==> config.mk <==
export PLATFORM = sky130hd
export DESIGN_NAME = crc_map
export DESIGN_NICKNAME = d
export VERILOG_FILES = /design/src/hw/rtl/crc_pkg.sv /design/src/hw/rtl/crc_map.sv
export SDC_FILE = /design/constraint.sdc
export NUM_CORES = 2
export LEC_CHECK = 0
export ABC_AREA = 1
export CORE_MARGIN = 1
export CORE_UTILIZATION = 40
export DETAILED_ROUTE_END_ITERATION = 10
export DONT_BUFFER_PORTS = 1
export MAX_ROUTING_LAYER = met4
export PLACE_DENSITY = 0.51
export SLEW_MARGIN = 25
export SYNTH_ARGS = -nofsm -noshare
export SYNTH_HDL_FRONTEND = slang
export SYNTH_SLANG_ARGS = --single-unit
==> constraint.sdc <==
create_clock -name clk -period 19.25 [get_ports clk]
set_clock_uncertainty 0.15 [all_clocks]
set_input_delay 0.9625 -clock clk [delete_from_list [all_inputs] [get_ports clk]]
set_output_delay 0.9625 -clock clk [all_outputs]
set_load 0.02 [all_outputs]
==> src/hw/rtl/crc_pkg.sv <==
`timescale 1ns / 1ps
package crc_pkg;

  localparam int W          = 32;
  localparam int FRAC_BITS  = 16;
  localparam int COUNT_BITS = 16;
  localparam int CNT_W      = COUNT_BITS + 1;
  localparam int PROD_W     = 2 * W;
  localparam int REM_W      = W + COUNT_BITS;
  localparam int QUO_W      = W;
  localparam int DSH_W      = W + QUO_W - 1;

  typedef logic signed [W-1:0] fix_t;

  localparam fix_t SCALE_ONE = W'(1 << FRAC_BITS);

  typedef enum logic [0:0] {
    REG_SCALE  = 1'b0,
    REG_OFFSET = 1'b1
  } reg_idx_t;

  typedef struct packed {
    fix_t                  lo;
    fix_t                  hi;
    fix_t                  xmin;
    fix_t                  xmax;
    logic [COUNT_BITS-1:0] n;
    logic [W-1:0]          d;
    logic                  act;
    logic                  from_lo;
    logic                  need_lo;
    logic                  need_hi;
    logic [COUNT_BITS-1:0] cut_lo;
    logic [COUNT_BITS-1:0] cut_hi;
  } ctx_t;

  typedef struct packed {
    logic [REM_W-1:0] rem;
    logic [DSH_W-1:0] dsh;
    logic [QUO_W-1:0] quo;
  } lane_t;

  function automatic fix_t sat_w(input logic signed [PROD_W-1:0] v);
    fix_t r;
    if (!v[PROD_W-1] && (|v[PROD_W-2:W-1])) begin
      r = {1'b0, {(W-1){1'b1}}};
    end else if (v[PROD_W-1] && !(&v[PROD_W-2:W-1])) begin
      r = {1'b1, {(W-1){1'b0}}};
    end else begin
      r = v[W-1:0];
    end
    return r;
  endfunction

endpackage

==> src/hw/rtl/crc_map.sv <==
`timescale 1ns / 1ps
module crc_map (
  input  logic          clk,
  input  logic          en,
  input  crc_pkg::fix_t v,
  input  crc_pkg::fix_t scale,
  input  crc_pkg::fix_t offset,
  output crc_pkg::fix_t dev
);
  import crc_pkg::*;

  logic signed [PROD_W-1:0] prod;
  logic signed [PROD_W-1:0] shifted;
  logic signed [PROD_W-1:0] sum;
  logic                     rnd;
  fix_t                     msat;

  always_comb begin
    rnd     = prod[PROD_W-1] && (|prod[FRAC_BITS-1:0]);
    shifted = (prod >>> FRAC_BITS) + $signed({{(PROD_W-1){1'b0}}, rnd});
    sum     = PROD_W'(msat) + PROD_W'(offset);
  end

  always_ff @(posedge clk) begin
    if (en) begin
      prod <= PROD_W'(v) * PROD_W'(scale);
      msat <= sat_w(shifted);
      dev  <= sat_w(sum);
    end
  end

endmodule

==> impl_results.html <==
<table>
<tr><th>Metric</th><th>Value</th></tr>
<tr><th colspan="2">Worst setup path</th></tr>
<tr><td>CP Data Required Time</td><td>19.29 ns</td></tr>
<tr><td>Critical-path maximum fanout</td><td>32</td></tr>
<tr><td>Startpoint Class</td><td>input port</td></tr>
<tr><td>Kind of capture point of the worst setup path</td><td>flop</td></tr>
<tr><td>Worst EP arrival</td><td>8.43 ns</td></tr>
<tr><td>Startpoint-to-endpoint class of the critical path</td><td>input port to flop</td></tr>
<tr><th colspan="2">Min path</th></tr>
<tr><td>Worst hold path type</td><td>input port to flop</td></tr>
<tr><th colspan="2">Timing</th></tr>
<tr><td>Slew @ Worst Pin</td><td>0.961 ns</td></tr>
<tr><td>Setup violations, final</td><td>0</td></tr>
<tr><td>Unrepaired setup endpoints after global routing</td><td>false</td></tr>
<tr><td>Worst slew slack as a fraction of its limit</td><td>35.8%</td></tr>
<tr><td>Final critical delay including setup and external delays</td><td>8.39 ns</td></tr>
<tr><td>Final period util</td><td>43.6%</td></tr>
<tr><td>Number of hold violations in the final report</td><td>0</td></tr>
<tr><td>Final count of pins violating max slew</td><td>0</td></tr>
<tr><td>F_max</td><td>119 MHz</td></tr>
<tr><td>Final sum of negative setup slack</td><td>0 ns</td></tr>
<tr><th colspan="2">Finish</th></tr>
<tr><td>P&amp;R area growth vs syn</td><td>3.65%</td></tr>
<tr><td>Layout cells sized above 1</td><td>1.19%</td></tr>
<tr><td>Count of placed standard cells in the final layout, fillers left out</td><td>6,976</td></tr>
<tr><td>Count of nets after finishing</td><td>6,863</td></tr>
<tr><td>Final Util</td><td>41.9%</td></tr>
<tr><td>Antenna diodes</td><td>0</td></tr>
<tr><th colspan="2">Clock tree</th></tr>
<tr><td>Max H-tree Level</td><td>4</td></tr>
<tr><td>TritonCTS clock tree</td><td>built</td></tr>
<tr><td>Insertion delay to the later sink of the worst-skew pair</td><td>0.44 ns</td></tr>
<tr><td>Clock root buffer master</td><td>sky130_fd_sc_hd__clkbuf_16</td></tr>
<tr><td>Inserted Clock Buffers</td><td>17</td></tr>
<tr><td>Number of buffers added to fix hold violations after cts</td><td>0</td></tr>
<tr><td>CTS max path bufs</td><td>2</td></tr>
<tr><td>Clk sink count</td><td>128</td></tr>
<tr><td>Buffers inserted during post-CTS setup optimization</td><td>0</td></tr>
<tr><td>Resized Gates After CTS</td><td>0</td></tr>
<tr><td>Clk slew on worst S/H paths</td><td>0.06 ns</td></tr>
<tr><th colspan="2">Synth</th></tr>
<tr><td>Leading cell types by total area after synthesis</td><td>sky130_fd_sc_hd__fa_1, sky130_fd_sc_hd__inv_1, sky130_fd_sc_hd__nand2_1, sky130_fd_sc_hd__edfxtp_1, sky130_fd_sc_hd__ha_1</td></tr>
<tr><td>Xor-xnor portion of the synthesized cell area</td><td>2.23%</td></tr>
<tr><td>Count leader, synth</td><td>sky130_fd_sc_hd__inv_1</td></tr>
<tr><td>Most area-hungry cell type in the Yosys netlist</td><td>sky130_fd_sc_hd__fa_1</td></tr>
<tr><td>Post-Synth Adder-Cell Area</td><td>53.6%</td></tr>
<tr><td>Sequential element share of the synthesized area</td><td>8.44%</td></tr>
<tr><td>Post-synthesis cell type count</td><td>41</td></tr>
<tr><td>Post-synthesis compound-gate area fraction</td><td>3.21%</td></tr>
<tr><td>YS warnings</td><td>0</td></tr>
<tr><td>Main combinational cell family by area after synthesis</td><td>adder cells</td></tr>
<tr><td>Simple logic cell fraction of the synthesized area</td><td>16.9%</td></tr>
<tr><td>Predominant post-synthesis flop cell</td><td>sky130_fd_sc_hd__edfxtp_1</td></tr>
<tr><td>Share of flip-flops with an asynchronous set or reset after synthesis</td><td>0%</td></tr>
<tr><td>Syn Inst Count</td><td>5,646</td></tr>
<tr><td>Multiplexer share of the synthesized area</td><td>0%</td></tr>
<tr><td>Post-synth top area share</td><td>47.6%</td></tr>
<tr><td>Synthesized area divided by synthesized cell count</td><td>8.06 um^2</td></tr>
<tr><td>Top cells by count, synth</td><td>sky130_fd_sc_hd__inv_1, sky130_fd_sc_hd__nand2_1, sky130_fd_sc_hd__fa_1, sky130_fd_sc_hd__nor2_1, sky130_fd_sc_hd__ha_1</td></tr>
<tr><td>Net Count, Synth</td><td>7,045</td></tr>
<tr><td>Number of synthesized flops with an enable pin</td><td>128</td></tr>
<tr><td>Flop and latch count out of synthesis</td><td>128</td></tr>
<tr><td>Netlist area before placement</td><td>0.0455 mm^2</td></tr>
<tr><th colspan="2">Drt</th></tr>
<tr><td>Total detailed-routing wirelength</td><td>129 mm</td></tr>
<tr><td>Drt pass-1 iters</td><td>5</td></tr>
<tr><td>Via count normalized by instance count</td><td>4.82</td></tr>
<tr><td>Average detailed-routed wire length per instance</td><td>18.5 um</td></tr>
<tr><td>Violation count after the first detailed-route iteration</td><td>2,039</td></tr>
<tr><td>Final ANT Viol Nets</td><td>0</td></tr>
<tr><td>Total via count after detailed routing</td><td>33,600</td></tr>
<tr><td>Residual DRC count</td><td>0</td></tr>
<tr><th colspan="2">Placed design</th></tr>
<tr><td>Sum of net half-perimeters after detailed placement</td><td>109 mm</td></tr>
<tr><td>Quantity of I/O buffers inserted on ports</td><td>0</td></tr>
<tr><td>Number of placed instances, taps included</td><td>6,945</td></tr>
<tr><td>Placer congestion estimate</td><td>0.965</td></tr>
<tr><th colspan="2">Floorplan</th></tr>
<tr><td>Count of boundary I/O pins</td><td>130</td></tr>
<tr><td>Die Height</td><td>339 um</td></tr>
<tr><td>Starting density of the core</td><td>40.4%</td></tr>
<tr><td>Total Die Area</td><td>0.115 mm^2</td></tr>
<tr><td>Die Wd</td><td>339 um</td></tr>
<tr><td>Standard-cell row count</td><td>123</td></tr>
<tr><td>Core area</td><td>0.113 mm^2</td></tr>
<tr><th colspan="2">Status</th></tr>
<tr><td>Outcome</td><td>finished clean</td></tr>
<tr><th colspan="2">Global route</th></tr>
<tr><td>Initial antenna violation count</td><td>1</td></tr>
<tr><td>Maximum number of pins on one net before global-route repair</td><td>129</td></tr>
<tr><td>Vias in the first global route</td><td>37,100</td></tr>
<tr><td>All-Layer GR Usage</td><td>24.1%</td></tr>
<tr><td>Global route overflow</td><td>0</td></tr>
<tr><td>First-pass GRT wire length</td><td>211 mm</td></tr>
<tr><th colspan="2">Flow run</th></tr>
<tr><td>Max Cap Viol</td><td>0</td></tr>
</table>
-- final cells by class --
type | instances | area (um^2)
inverters | 1681 | 6310
multi-input cells | 3632 | 34600
clock buffers | 17 | 425
repair buffers | 4 | 30.0
flip-flops and latches | 128 | 3840
well taps | 1500 | 1880
fillers | 11600 | 65500
clock inverters | 14 | 134
-- worst max-delay path, stage by stage --
cell and delay (ns):
sky130_fd_sc_hd__nand2_1 0.11, sky130_fd_sc_hd__inv_1 0.10, sky130_fd_sc_hd__fa_1 0.60, sky130_fd_sc_hd__fa_1 0.46
sky130_fd_sc_hd__fa_1 1.05, sky130_fd_sc_hd__inv_1 0.15, sky130_fd_sc_hd__fa_1 0.60, sky130_fd_sc_hd__inv_1 0.58
sky130_fd_sc_hd__fa_1 0.56, sky130_fd_sc_hd__fa_1 0.54, sky130_fd_sc_hd__inv_1 0.04, sky130_fd_sc_hd__fa_1 0.46
sky130_fd_sc_hd__fa_1 0.52, sky130_fd_sc_hd__inv_1 0.04, sky130_fd_sc_hd__ha_1 0.39, sky130_fd_sc_hd__nand2_1 0.11
sky130_fd_sc_hd__nor2_1 0.20, sky130_fd_sc_hd__inv_1 0.08, sky130_fd_sc_hd__nor2_1 0.12, sky130_fd_sc_hd__inv_1 0.07
sky130_fd_sc_hd__nor2_1 0.10, sky130_fd_sc_hd__inv_1 0.05, sky130_fd_sc_hd__nor3_1 0.12, sky130_fd_sc_hd__nand2_1 0.07
sky130_fd_sc_hd__nand2_1 0.14, sky130_fd_sc_hd__inv_1 0.06, sky130_fd_sc_hd__nand2_1 0.06, sky130_fd_sc_hd__nand2_1 0.05
-- registers in the layout, indices dropped and copies added (netlist names) --
signal  count
msat       32
dev        32
prod       64
-- cells in the final DEF, fill, tap and decap left out, types with 4 or more instances in the layout --
| cell | synthesis | routed |
|---|---|---|
| sky130_fd_sc_hd__inv_1 | 1679 | 1679 |
| sky130_fd_sc_hd__nand2_1 | 1539 | 1539 |
| sky130_fd_sc_hd__fa_1 | 1083 | 1083 |
| sky130_fd_sc_hd__nor2_1 | 258 | 258 |
| sky130_fd_sc_hd__ha_1 | 218 | 218 |
| sky130_fd_sc_hd__edfxtp_1 | 128 | 128 |
| sky130_fd_sc_hd__a21oi_1 | 110 | 110 |
| sky130_fd_sc_hd__xor2_1 | 83 | 83 |
| sky130_fd_sc_hd__nand3_1 | 73 | 73 |
| sky130_fd_sc_hd__o21ai_0 | 66 | 66 |
| sky130_fd_sc_hd__nand4_1 | 37 | 37 |
| sky130_fd_sc_hd__xnor2_1 | 33 | 33 |
| sky130_fd_sc_hd__o21bai_1 | 20 | 20 |
| sky130_fd_sc_hd__a21o_1 | 18 | 18 |
| sky130_fd_sc_hd__clkbuf_16 | 0 | 17 |
| sky130_fd_sc_hd__a31oi_1 | 16 | 16 |
| sky130_fd_sc_hd__or2_2 | 12 | 12 |
| sky130_fd_sc_hd__nor3_1 | 12 | 12 |
| sky130_fd_sc_hd__nor4_1 | 9 | 9 |
| sky130_fd_sc_hd__o21a_1 | 7 | 7 |
| sky130_fd_sc_hd__a21boi_0 | 6 | 6 |
| sky130_fd_sc_hd__nor2_2 | 6 | 6 |
| sky130_fd_sc_hd__o211ai_1 | 5 | 5 |
| sky130_fd_sc_hd__nor2_4 | 4 | 4 |
| sky130_fd_sc_hd__clkinv_4 | 0 | 4 |
| sky130_fd_sc_hd__inv_6 | 0 | 4 |
| sky130_fd_sc_hd__buf_4 | 1 | 4 |
-- routing by layer --
layer | track usage (%) | vias up | part of all wire [%]
met2 | 40.7 | 708 | 49
met4 | 3.52 | 0 | 1.4
met1 | 32.0 | 17200 | 46
met3 | 2.48 | 118 | 4.1
li1 | - | 15600 | -
met5 | - | - | 0
-- logic make-up (layout without fill, tap and decap cells) --
logic type	after synthesis	in the layout
fa+ha+maj	1301	1301
compound gates	255	255
flops	128	128
buf+inv	1886	1716
xor+xnor	116	116
simple gates	1960	1960
-- per-stage QoR --
| stage | setup WS (ns) | instance area (um^2) | hold slack, ns |
|---|---|---|---|
| global route | 10.32 | 47200 | 0.465 |
| floorplan | 11.03 | 45500 | 0.449 |
| global placement | 10.37 | 46600 | 0.498 |
| CTS | 10.84 | 47200 | 0.468 |
| detailed placement | 10.37 | 46600 | 0.511 |
| finish | 10.86 | 47200 | 0.493 |
-- final timing paths --
check | from | endpoint | slack, ns | cells past startpoint
max | scale[2] | prod[63] | 10.86 | 28
min | en | dev[29] | 0.49 | 0
max reg2reg | prod[63] | msat[7] | 14.91 | 15
min reg2reg | prod[16] | msat[0] | 0.53 | 3
Power is not shown: default switching activity piles up to over one toggle a cycle in this logic, so the estimate is an artifact.
