File: config.mk
export PLATFORM = sky130hd
export DESIGN_NAME = crc_div_cell
export DESIGN_NICKNAME = d
export VERILOG_FILES = /design/src/hw/rtl/crc_pkg.sv /design/src/hw/rtl/crc_div_cell.sv
export SDC_FILE = /design/constraint.sdc
export NUM_CORES = 1
export LEC_CHECK = 0
export ABC_CLOCK_PERIOD_IN_PS = 6800
export BUFFER_PORTS_ARGS = -buffer_cell sky130_fd_sc_hd__buf_2
export CAP_MARGIN = 20
export CORE_AREA = 2 2 384 386
export DETAILED_ROUTE_END_ITERATION = 10
export DIE_AREA = 0 0 386 388
export GPL_ROUTABILITY_DRIVEN = 0
export PLACE_DENSITY_LB_ADDON = 0.05
export SETUP_SLACK_MARGIN = 0.15
export SLEW_MARGIN = 5
export SYNTH_ARGS = -nofsm -noshare
export SYNTH_HDL_FRONTEND = slang
export SYNTH_SLANG_ARGS = --single-unit
File: constraint.sdc
create_clock -name clk -period 6.8 [get_ports clk]
set_input_delay 0.68 -clock clk [delete_from_list [all_inputs] [get_ports clk]]
set_output_delay 0.68 -clock clk [all_outputs]
set_load 0.1 [all_outputs]
File: src/hw/rtl/crc_pkg.sv
`timescale 1ns / 1ps
package crc_pkg;

  localparam int W          = 32;
  localparam int FRAC_BITS  = 16;
  localparam int COUNT_BITS = 16;
  localparam int CNT_W      = COUNT_BITS + 1;
  localparam int PROD_W     = 2 * W;
  localparam int REM_W      = W + COUNT_BITS;
  localparam int QUO_W      = W;
  localparam int DSH_W      = W + QUO_W - 1;

  typedef logic signed [W-1:0] fix_t;

  localparam fix_t SCALE_ONE = W'(1 << FRAC_BITS);

  typedef enum logic [0:0] {
    REG_SCALE  = 1'b0,
    REG_OFFSET = 1'b1
  } reg_idx_t;

  typedef struct packed {
    fix_t                  lo;
    fix_t                  hi;
    fix_t                  xmin;
    fix_t                  xmax;
    logic [COUNT_BITS-1:0] n;
    logic [W-1:0]          d;
    logic                  act;
    logic                  from_lo;
    logic                  need_lo;
    logic                  need_hi;
    logic [COUNT_BITS-1:0] cut_lo;
    logic [COUNT_BITS-1:0] cut_hi;
  } ctx_t;

  typedef struct packed {
    logic [REM_W-1:0] rem;
    logic [DSH_W-1:0] dsh;
    logic [QUO_W-1:0] quo;
  } lane_t;

  function automatic fix_t sat_w(input logic signed [PROD_W-1:0] v);
    fix_t r;
    if (!v[PROD_W-1] && (|v[PROD_W-2:W-1])) begin
      r = {1'b0, {(W-1){1'b1}}};
    end else if (v[PROD_W-1] && !(&v[PROD_W-2:W-1])) begin
      r = {1'b1, {(W-1){1'b0}}};
    end else begin
      r = v[W-1:0];
    end
    return r;
  endfunction

endpackage

File: src/hw/rtl/crc_div_cell.sv
`timescale 1ns / 1ps
module crc_div_cell (
  input  logic           clk,
  input  logic           rst,
  input  logic           en,
  input  logic           in_valid,
  input  crc_pkg::ctx_t  in_ctx,
  input  crc_pkg::lane_t in_lo,
  input  crc_pkg::lane_t in_hi,
  output logic           out_valid,
  output crc_pkg::ctx_t  out_ctx,
  output crc_pkg::lane_t out_lo,
  output crc_pkg::lane_t out_hi
);
  import crc_pkg::*;

  // one restoring quotient bit, divisor shifts right along the row
  function automatic lane_t step(input lane_t l);
    logic  ge;
    lane_t r;
    ge    = {{(DSH_W-REM_W){1'b0}}, l.rem} >= l.dsh;
    r.rem = ge ? l.rem - l.dsh[REM_W-1:0] : l.rem;
    r.dsh = l.dsh >> 1;
    r.quo = {l.quo[QUO_W-2:0], ge};
    return r;
  endfunction

  always_ff @(posedge clk) begin
    if (rst) begin
      out_valid <= 1'b0;
    end else if (en) begin
      out_valid <= in_valid;
    end
  end

  always_ff @(posedge clk) begin
    if (en) begin
      out_ctx <= in_ctx;
      out_lo  <= step(in_lo);
      out_hi  <= step(in_hi);
    end
  end

endmodule

==> reports/results.tsv, run 1 <==
stage	metric	value	unit
worst_setup_path	crit_arrival	4390	ps
clock_tree	clockBufferDepth	3	
worst_setup_path	critPathKind	input port to flip-flop	
clock_tree	clk_pin_slew_worst_paths	50	ps
placed_design	dp_cells	4490	
timing	fmax	251	MHz
clock_tree	cts-root-buf	clkbuf_16	
detailed_routing	drt_iter0_drc	893	
detailed_routing	routed_wl	108	mm
yosys	synth_area_per_cell	13.7	sq um
timing	final_hold_viol_count	0	
timing	tightest_slew	1140	ps
timing	slew_viol_final	0	
worst_setup_path	critPathCaptureType	flip-flop	
detailed_routing	vias	17700	
yosys	yosys.cell_count.top_type	edfxtp_1	
yosys	syn_inst	1615	
finish	nNetsFinal	3246	
finish	syn_to_final_growth	43.0	%
yosys	ys_ff_latch	497	
clock_tree	post-cts-setup-buffers	0	
clock_tree	clkLatencyLatePin	660	ps
global_routing	globalRoute.totalOverflow	0	
yosys	async_flop_share	0	
clock_tree	cts_tree	done	
placed_design	place_area	0.0295	sq mm
timing	rsz0062_at_grt	false	
timing	finClkSkew	0	ps
yosys	synth_area	0.0222	sq mm
clock_tree	cts.repair.resized	0	
worst_setup_path	worstSetupStartpointType	input port	
yosys	yosys.cell_types.count	76	
yosys	ys_warn_count	0	
power_and_ir_drop	irDropWorstVdd	158	uV
clock_tree	htree_levels	3	
clock_tree	holdBufCountCts	0	
detailed_routing	vias_per_cell	3.83	
worst_setup_path	crit_required	7210	ps
timing	fin_crit	3980	ps
power_and_ir_drop	finalPower	10.3	mW
floorplan	dieHeight	388	um
detailed_routing	firstDrtPassIters	5	
finish	stdcell_area	0.0317	sq mm
yosys	yosysSeqAreaShare	0.672	
global_routing	antenna_found_initial	67	
timing	fin_tns_setup	0	ps
placed_design	port_buffers	996	
flow_run	maxCapViolCount	0	
yosys	synth.area.top_cells	edfxtp_1, ha_1, a21oi_1, mux2_2, inv_1	
timing	setup_viol	0	
yosys	synth_top_cell_by_area	edfxtp_1	
timing	final.period_utilization	0.586	
floorplan	start_util	0.153	
detailed_routing	route.detailed.drc	0	
global_routing	grt_max_degree	140	
floorplan	dieArea	0.150	sq mm
clock_tree	cts_sinks	497	
floorplan	ios	1001	
clock_tree	cts_buffers	71	
power_and_ir_drop	p_leak	13.5	nW
timing	slew_headroom	0.238	
global_routing	grt_first_pass_wirelength	147	mm
yosys	synthFlopType	edfxtp_1	
yosys	synth_enable_flop_cells	496	
finish	fin_cells	4631	
floorplan	fp.dieW	386	um
min_path	hp-class	input port to flip-flop	
floorplan	core	0.145	sq mm
yosys	synth_commonest_cells	edfxtp_1, inv_1, nand2_1	
finish	drive_gt1_frac	0.430	
floorplan	rows	140	
power_and_ir_drop	power_density	324	mW/mm^2
yosys	synth_top_area_share	0.671	
global_routing	grt_pass1_vias	18500	
global_routing	grt_util_all_layers	0.139	
finish	postLayoutCoreUtil	0.219	
worst_setup_path	path_max_fanout	23	
outcome	status	completed	
placed_design	place_hpwl	89.2	mm
detailed_routing	ant_nets	0	
detailed_routing	wire_per_inst	23.4	um
cell type report:
type / instances / area (sq um)
inverters: 127 / 477
diodes: 15 / 37.5
well taps: 1917 / 2400
clock inverters: 35 / 370
multi-input cells: 941 / 6560
clock buffers: 91 / 1870
flip-flops and latches: 497 / 14900
repair buffers: 1008 / 5120
fillers: 15800 / 113000
cell families (layout without fill, tap and decap cells):
group / count (synthesis) / count (layout) / synth area share
flops: 497 / 497 / 0.672
compound gates: 373 / 373 / 0.107
simple gates: 335 / 335 / 0.0729
buf+inv: 178 / 1261 / 0.0334
fa+ha+maj: 98 / 98 / 0.0559
xor+xnor: 81 / 81 / 0.0320
mux: 52 / 52 / 0.0263
other cells: 1 / 17 / 0.000169
critical path, stage by stage:
cell and delay, ps:
buf_2 90, inv_1 40, ha_1 370, o211ai_1 110
a21o_1 230, a31oi_1 390, a31oi_1 210, a22oi_2 330
a21oi_2 190, o31a_1 430, o22ai_4 450, buf_4 430
mux2_2 390
layout by cell type, fill, tap and decap left out, types with 46 or more instances in the layout:
cell type,count
a21oi_1,109
clkbuf_16,72
ha_1,96
edfxtp_1,496
nor2_1,59
inv_1,127
nand2_1,127
mux2_2,46
buf_2,995
o21ai_0,89
power by group:
group / total [mW] / switching (mW) / internal [mW]
clock network: 3.64 / 1.52 / 2.11
registers: 3.70 / 0.0553 / 3.64
logic: 2.95 / 2.44 / 0.504
flip-flops by register name, indices dropped and copies added (netlist names):
| name | flops |
|---|---|
| out_hi | 142 |
| out_valid | 1 |
| out_ctx | 212 |
| out_lo | 142 |
worst paths after layout:
check | startpoint | slack, ps | to | depth (start not counted)
worst min-delay path | rst | 180 | out_valid$_SDFFE_PP0P_ | 2
worst min register to register | out_valid$_SDFFE_PP0P_ | 500 | out_valid$_SDFFE_PP0P_ | 2
worst max register to register | out_valid$_SDFFE_PP0P_ | 6220 | out_valid$_SDFFE_PP0P_ | 2
worst max-delay path | in_hi[35] | 2820 | out_hi[119]$_DFFE_PP_ | 13
routing by layer:
| layer | wire length, um | vias to the layer above | global-route usage |
|---|---|---|---|
| li1 | - | 8196 | - |
| met1 | 40700 | 8563 | 0.151 |
| met2 | 55200 | 710 | 0.250 |
| met3 | 9620 | 210 | 0.0543 |
| met4 | 2530 | 44 | 0.0334 |
| met5 | 283 | - | 0 |
stage by stage:
step	worst slack (ps)	hold WS (ps)
floorplan	3320	752
global placement	2150	492
detailed placement	2190	491
CTS	2920	102
global route	2670	120
finish	2820	176
Power figures use the tool's default switching activity.
==> run 2, diff against run 1 <==
--- a/config.mk
+++ b/config.mk
@@ -5,12 +5,13 @@
 export SDC_FILE = /design/constraint.sdc
 export NUM_CORES = 1
 export LEC_CHECK = 0
-export ABC_CLOCK_PERIOD_IN_PS = 6800
+export ABC_AREA = 1
+export ABC_CLOCK_PERIOD_IN_PS = 3250
 export BUFFER_PORTS_ARGS = -buffer_cell sky130_fd_sc_hd__buf_2
 export CAP_MARGIN = 20
-export CORE_AREA = 2 2 384 386
+export CORE_AREA = 2 2 389 391
 export DETAILED_ROUTE_END_ITERATION = 10
-export DIE_AREA = 0 0 386 388
+export DIE_AREA = 0 0 391 393
 export GPL_ROUTABILITY_DRIVEN = 0
 export PLACE_DENSITY_LB_ADDON = 0.05
 export SETUP_SLACK_MARGIN = 0.15
==> constraint.sdc (replaced) <==
create_clock -name clk -period 3.25 [get_ports clk]
set_input_delay 0.325 -clock clk [delete_from_list [all_inputs] [get_ports clk]]
set_output_delay 0.325 -clock clk [all_outputs]
set_load 0.1 [all_outputs]
==> reports/results.tsv, run 2 <==
stage	metric	value	unit
power_and_ir_drop	irDropWorstVdd	295	uV
yosys	ys_ff_latch	497	
worst_setup_path	cp_slowest_cell	dlygate4sd3_1	
yosys	synth_top_cell_by_area	edfxtp_1	
yosys	synth.area.top_cells	edfxtp_1, nand2_1, inv_1, ha_1, nand3_1	
timing	hold_slack	64.3	ps
outcome	status	completed	
yosys	syn_inst	2828	
finish	syn_to_final_growth	58.0	%
power_and_ir_drop	p_leak	19.6	nW
worst_setup_path	worstSetupStartpoint	in_lo[67]	
timing	finClkSkew	0	ps
yosys	synthFlopType	edfxtp_1	
timing	slew_viol_final	0	
worst_setup_path	worstReg2RegStart	out_valid$_SDFFE_PP0P_	
yosys	synth_enable_flop_cells	496	
timing	slew_headroom	0.554	
finish	final_cell_mix	nand2_1, buf_2, inv_1, edfxtp_1, dlygate4sd3_1	
global_routing	grt_first_pass_wirelength	187	mm
detailed_routing	dr_wl_met2	66.4	mm
clock_tree	clk_pin_slew_worst_paths	50	ps
global_routing	globalRoute.totalOverflow	0	
worst_setup_path	critPathCaptureType	flip-flop	
detailed_routing	vias_per_cell	3.80	
yosys	async_flop_share	0	
worst_setup_path	critPathKind	input port to flip-flop	
clock_tree	cts_buffers	71	
timing	fin_crit	2910	ps
power_and_ir_drop	power_density	560	mW/mm^2
detailed_routing	dr_wl_met3	8.76	mm
detailed_routing	routed_wl	138	mm
worst_setup_path	crit_cells	13	
worst_setup_path	crit_top_cell	nand2_1	
detailed_routing	drt_iter0_drc	1271	
floorplan	ios	1001	
clock_tree	clkLatencyLatePin	650	ps
yosys	ys_warn_count	0	
global_routing	antenna_found_initial	44	
worst_setup_path	critical_path_buf_inv_count	4	
clock_tree	htree_levels	3	
finish	largest_reg_flops	212	
yosys	synth_area_per_cell	9.05	sq um
worst_setup_path	path_cells	dlygate4sd3_1 > buf_2 > inv_1 > ha_1 > nand2_1 > nor2_1 > inv_1 > nor3_1 > nand3_1 > nand4_1 > nand2_1 > nand2_1 > nand2_1	
power_and_ir_drop	combPwrFrac	0.316	
timing	rsz0062_at_grt	false	
finish	reg_top3	out_ctx (212), out_hi (142), out_lo (142)	
finish	nNetsFinal	4996	
yosys	yosys.cell_types.count	44	
yosys	yosys.cell_count.top_type	nand2_1	
finish	fillers	16500	
power_and_ir_drop	sw_frac_of_total	0.399	
power_and_ir_drop	power.share.clock	0.341	
power_and_ir_drop	net-switching-power	9.03	mW
detailed_routing	drt-met1-wl	59.2	mm
yosys	yosysSeqAreaShare	0.583	
global_routing	grt_util_all_layers	0.173	
min_path	hp-class	input port to flip-flop	
clock_tree	cts-root-buf	clkbuf_16	
yosys	synth_commonest_cells	nand2_1, inv_1, edfxtp_1	
timing	fmax	343	MHz
clock_tree	cts.repair.resized	0	
detailed_routing	ant_nets	0	
power_and_ir_drop	internal-power	13.6	mW
clock_tree	clockBufferDepth	3	
timing	final_hold_viol_count	0	
floorplan	rows	142	
global_routing	grt_max_degree	83	
worst_setup_path	crit_required	3640	ps
min_path	hold_path_startpoint	in_lo[132]	
floorplan	start_util	0.172	
global_routing	grt_pass1_vias	24700	
worst_setup_path	path_max_fanout	5	
clock_tree	cts_tree	done	
clock_tree	post-cts-setup-buffers	0	
placed_design	place_hpwl	116	mm
finish	top_register	out_ctx	
timing	setup_viol	0	
detailed_routing	wire_per_inst	21.5	um
floorplan	core	0.149	sq mm
timing	tightest_slew	673	ps
min_path	hold_depth	3	
worst_setup_path	reg2regPathDepth	3	
floorplan	dieHeight	393	um
flow_run	maxCapViolCount	0	
timing	final.period_utilization	0.896	
worst_setup_path	critical-path-max-stage-delay	530	ps
placed_design	port_buffers	996	
power_and_ir_drop	p_seq_frac	0.343	
yosys	synth_area	0.0256	sq mm
floorplan	fp.dieW	391	um
floorplan	dieArea	0.154	sq mm
detailed_routing	vias	24400	
clock_tree	cts_sinks	497	
timing	fin_tns_setup	0	ps
yosys	synth_top_area_share	0.582	
detailed_routing	firstDrtPassIters	5	
detailed_routing	dr.max_layer_used	met5	
worst_setup_path	crit_arrival	3300	ps
worst_setup_path	crit_family	simple AND/OR/NAND/NOR gates	
detailed_routing	route.detailed.drc	0	
finish	final_common_cell	nand2_1	
worst_setup_path	worstSetupStartpointType	input port	
finish	drive_gt1_frac	0.267	
==> run 2: changes by cell type in the layout (fill, tap and decap cells not counted), sizes merged, moves of 51 or more <==
cell	previous run	this run
o21ai	89	0
dlygate4sd3	0	488
nor2	60	214
a21oi	110	59
nand2	127	1039
nand3	24	163
inv	128	566
==> run 2: power groups by stage <==
stage	logic, mW	clock network [mW]	registers, mW
after CTS	7.27	8.09	7.78
after floorplan	1.24	0	11.5
final	7.16	7.71	7.77
after detailed placement	6.71	0	7.90
after global routing	7.56	8.27	7.81
after global placement	6.72	0	7.90
==> run 2: final cells by class <==
cell class	count	area, sq um	area share
Antenna cell	16	40.0	0.000990
Timing Repair Buffer	1525	10300	0.255
Clock buffer	92	1890	0.0467
Sequential cell	497	14900	0.369
Inverter	565	2120	0.0524
Clock inverter	32	347	0.00857
Tap cell	1944	2430	0.0602
Multi-Input combinational cell	1736	8380	0.207
==> run 2: final timing paths <==
kind	endpoint	slack, ps
worst max register to register	out_valid$_SDFFE_PP0P_	2120
worst min register to register	out_valid$_SDFFE_PP0P_	1040
worst max-delay path	out_lo[136]$_DFFE_PP_	340
worst min-delay path	out_lo[132]$_DFFE_PP_	60
==> run 2: metal layers <==
| layer | vias to the layer above | track usage |
|---|---|---|
| met2 | 747 | 0.297 |
| met4 | 22 | 0.0412 |
| met1 | 11300 | 0.216 |
| met5 | - | 0 |
| li1 | 12200 | - |
| met3 | 134 | 0.0427 |
==> run 2: logic make-up (layout without fill, tap and decap cells) <==
logic type / after synthesis / after routing / synth area share
fa+ha+maj: 98 / 98 / 0.0485
other cells: 1 / 18 / 0.000146
buf+inv: 596 / 2214 / 0.0901
compound gates: 73 / 73 / 0.0163
xor+xnor: 50 / 50 / 0.0171
flops: 497 / 497 / 0.583
simple gates: 1512 / 1512 / 0.245
mux: 1 / 1 / 0.000391
==> run 2: tightest hold or removal path, delay by kind of cell <==
family                 cells  cell delay (ps)
buffers and inverters      1               90
and+or+nand+nor            2              170
==> run 2: per-stage QoR <==
step           cell area [sq um]  utilization  worst slack (ps)  power (mW)  cells
6_report                   40400        0.271               338        22.6   6407
5_1_grt                    40400        0.271               305        23.6   6399
4_1_cts                    40400        0.271               529        23.1   6391
3_5_place_dp               33300        0.223               393        14.6   5779
3_3_place_gp               33300        0.223               440        14.6   5779
2_1_floorplan              25600            -              1070        12.8   2829
==> run 2: what timing repair did <==
action | in CTS | in global routing
hold endpoints to repair | 487 | 0
setup endpoints to repair | 0 | 0
hold buffers | 488 | 0
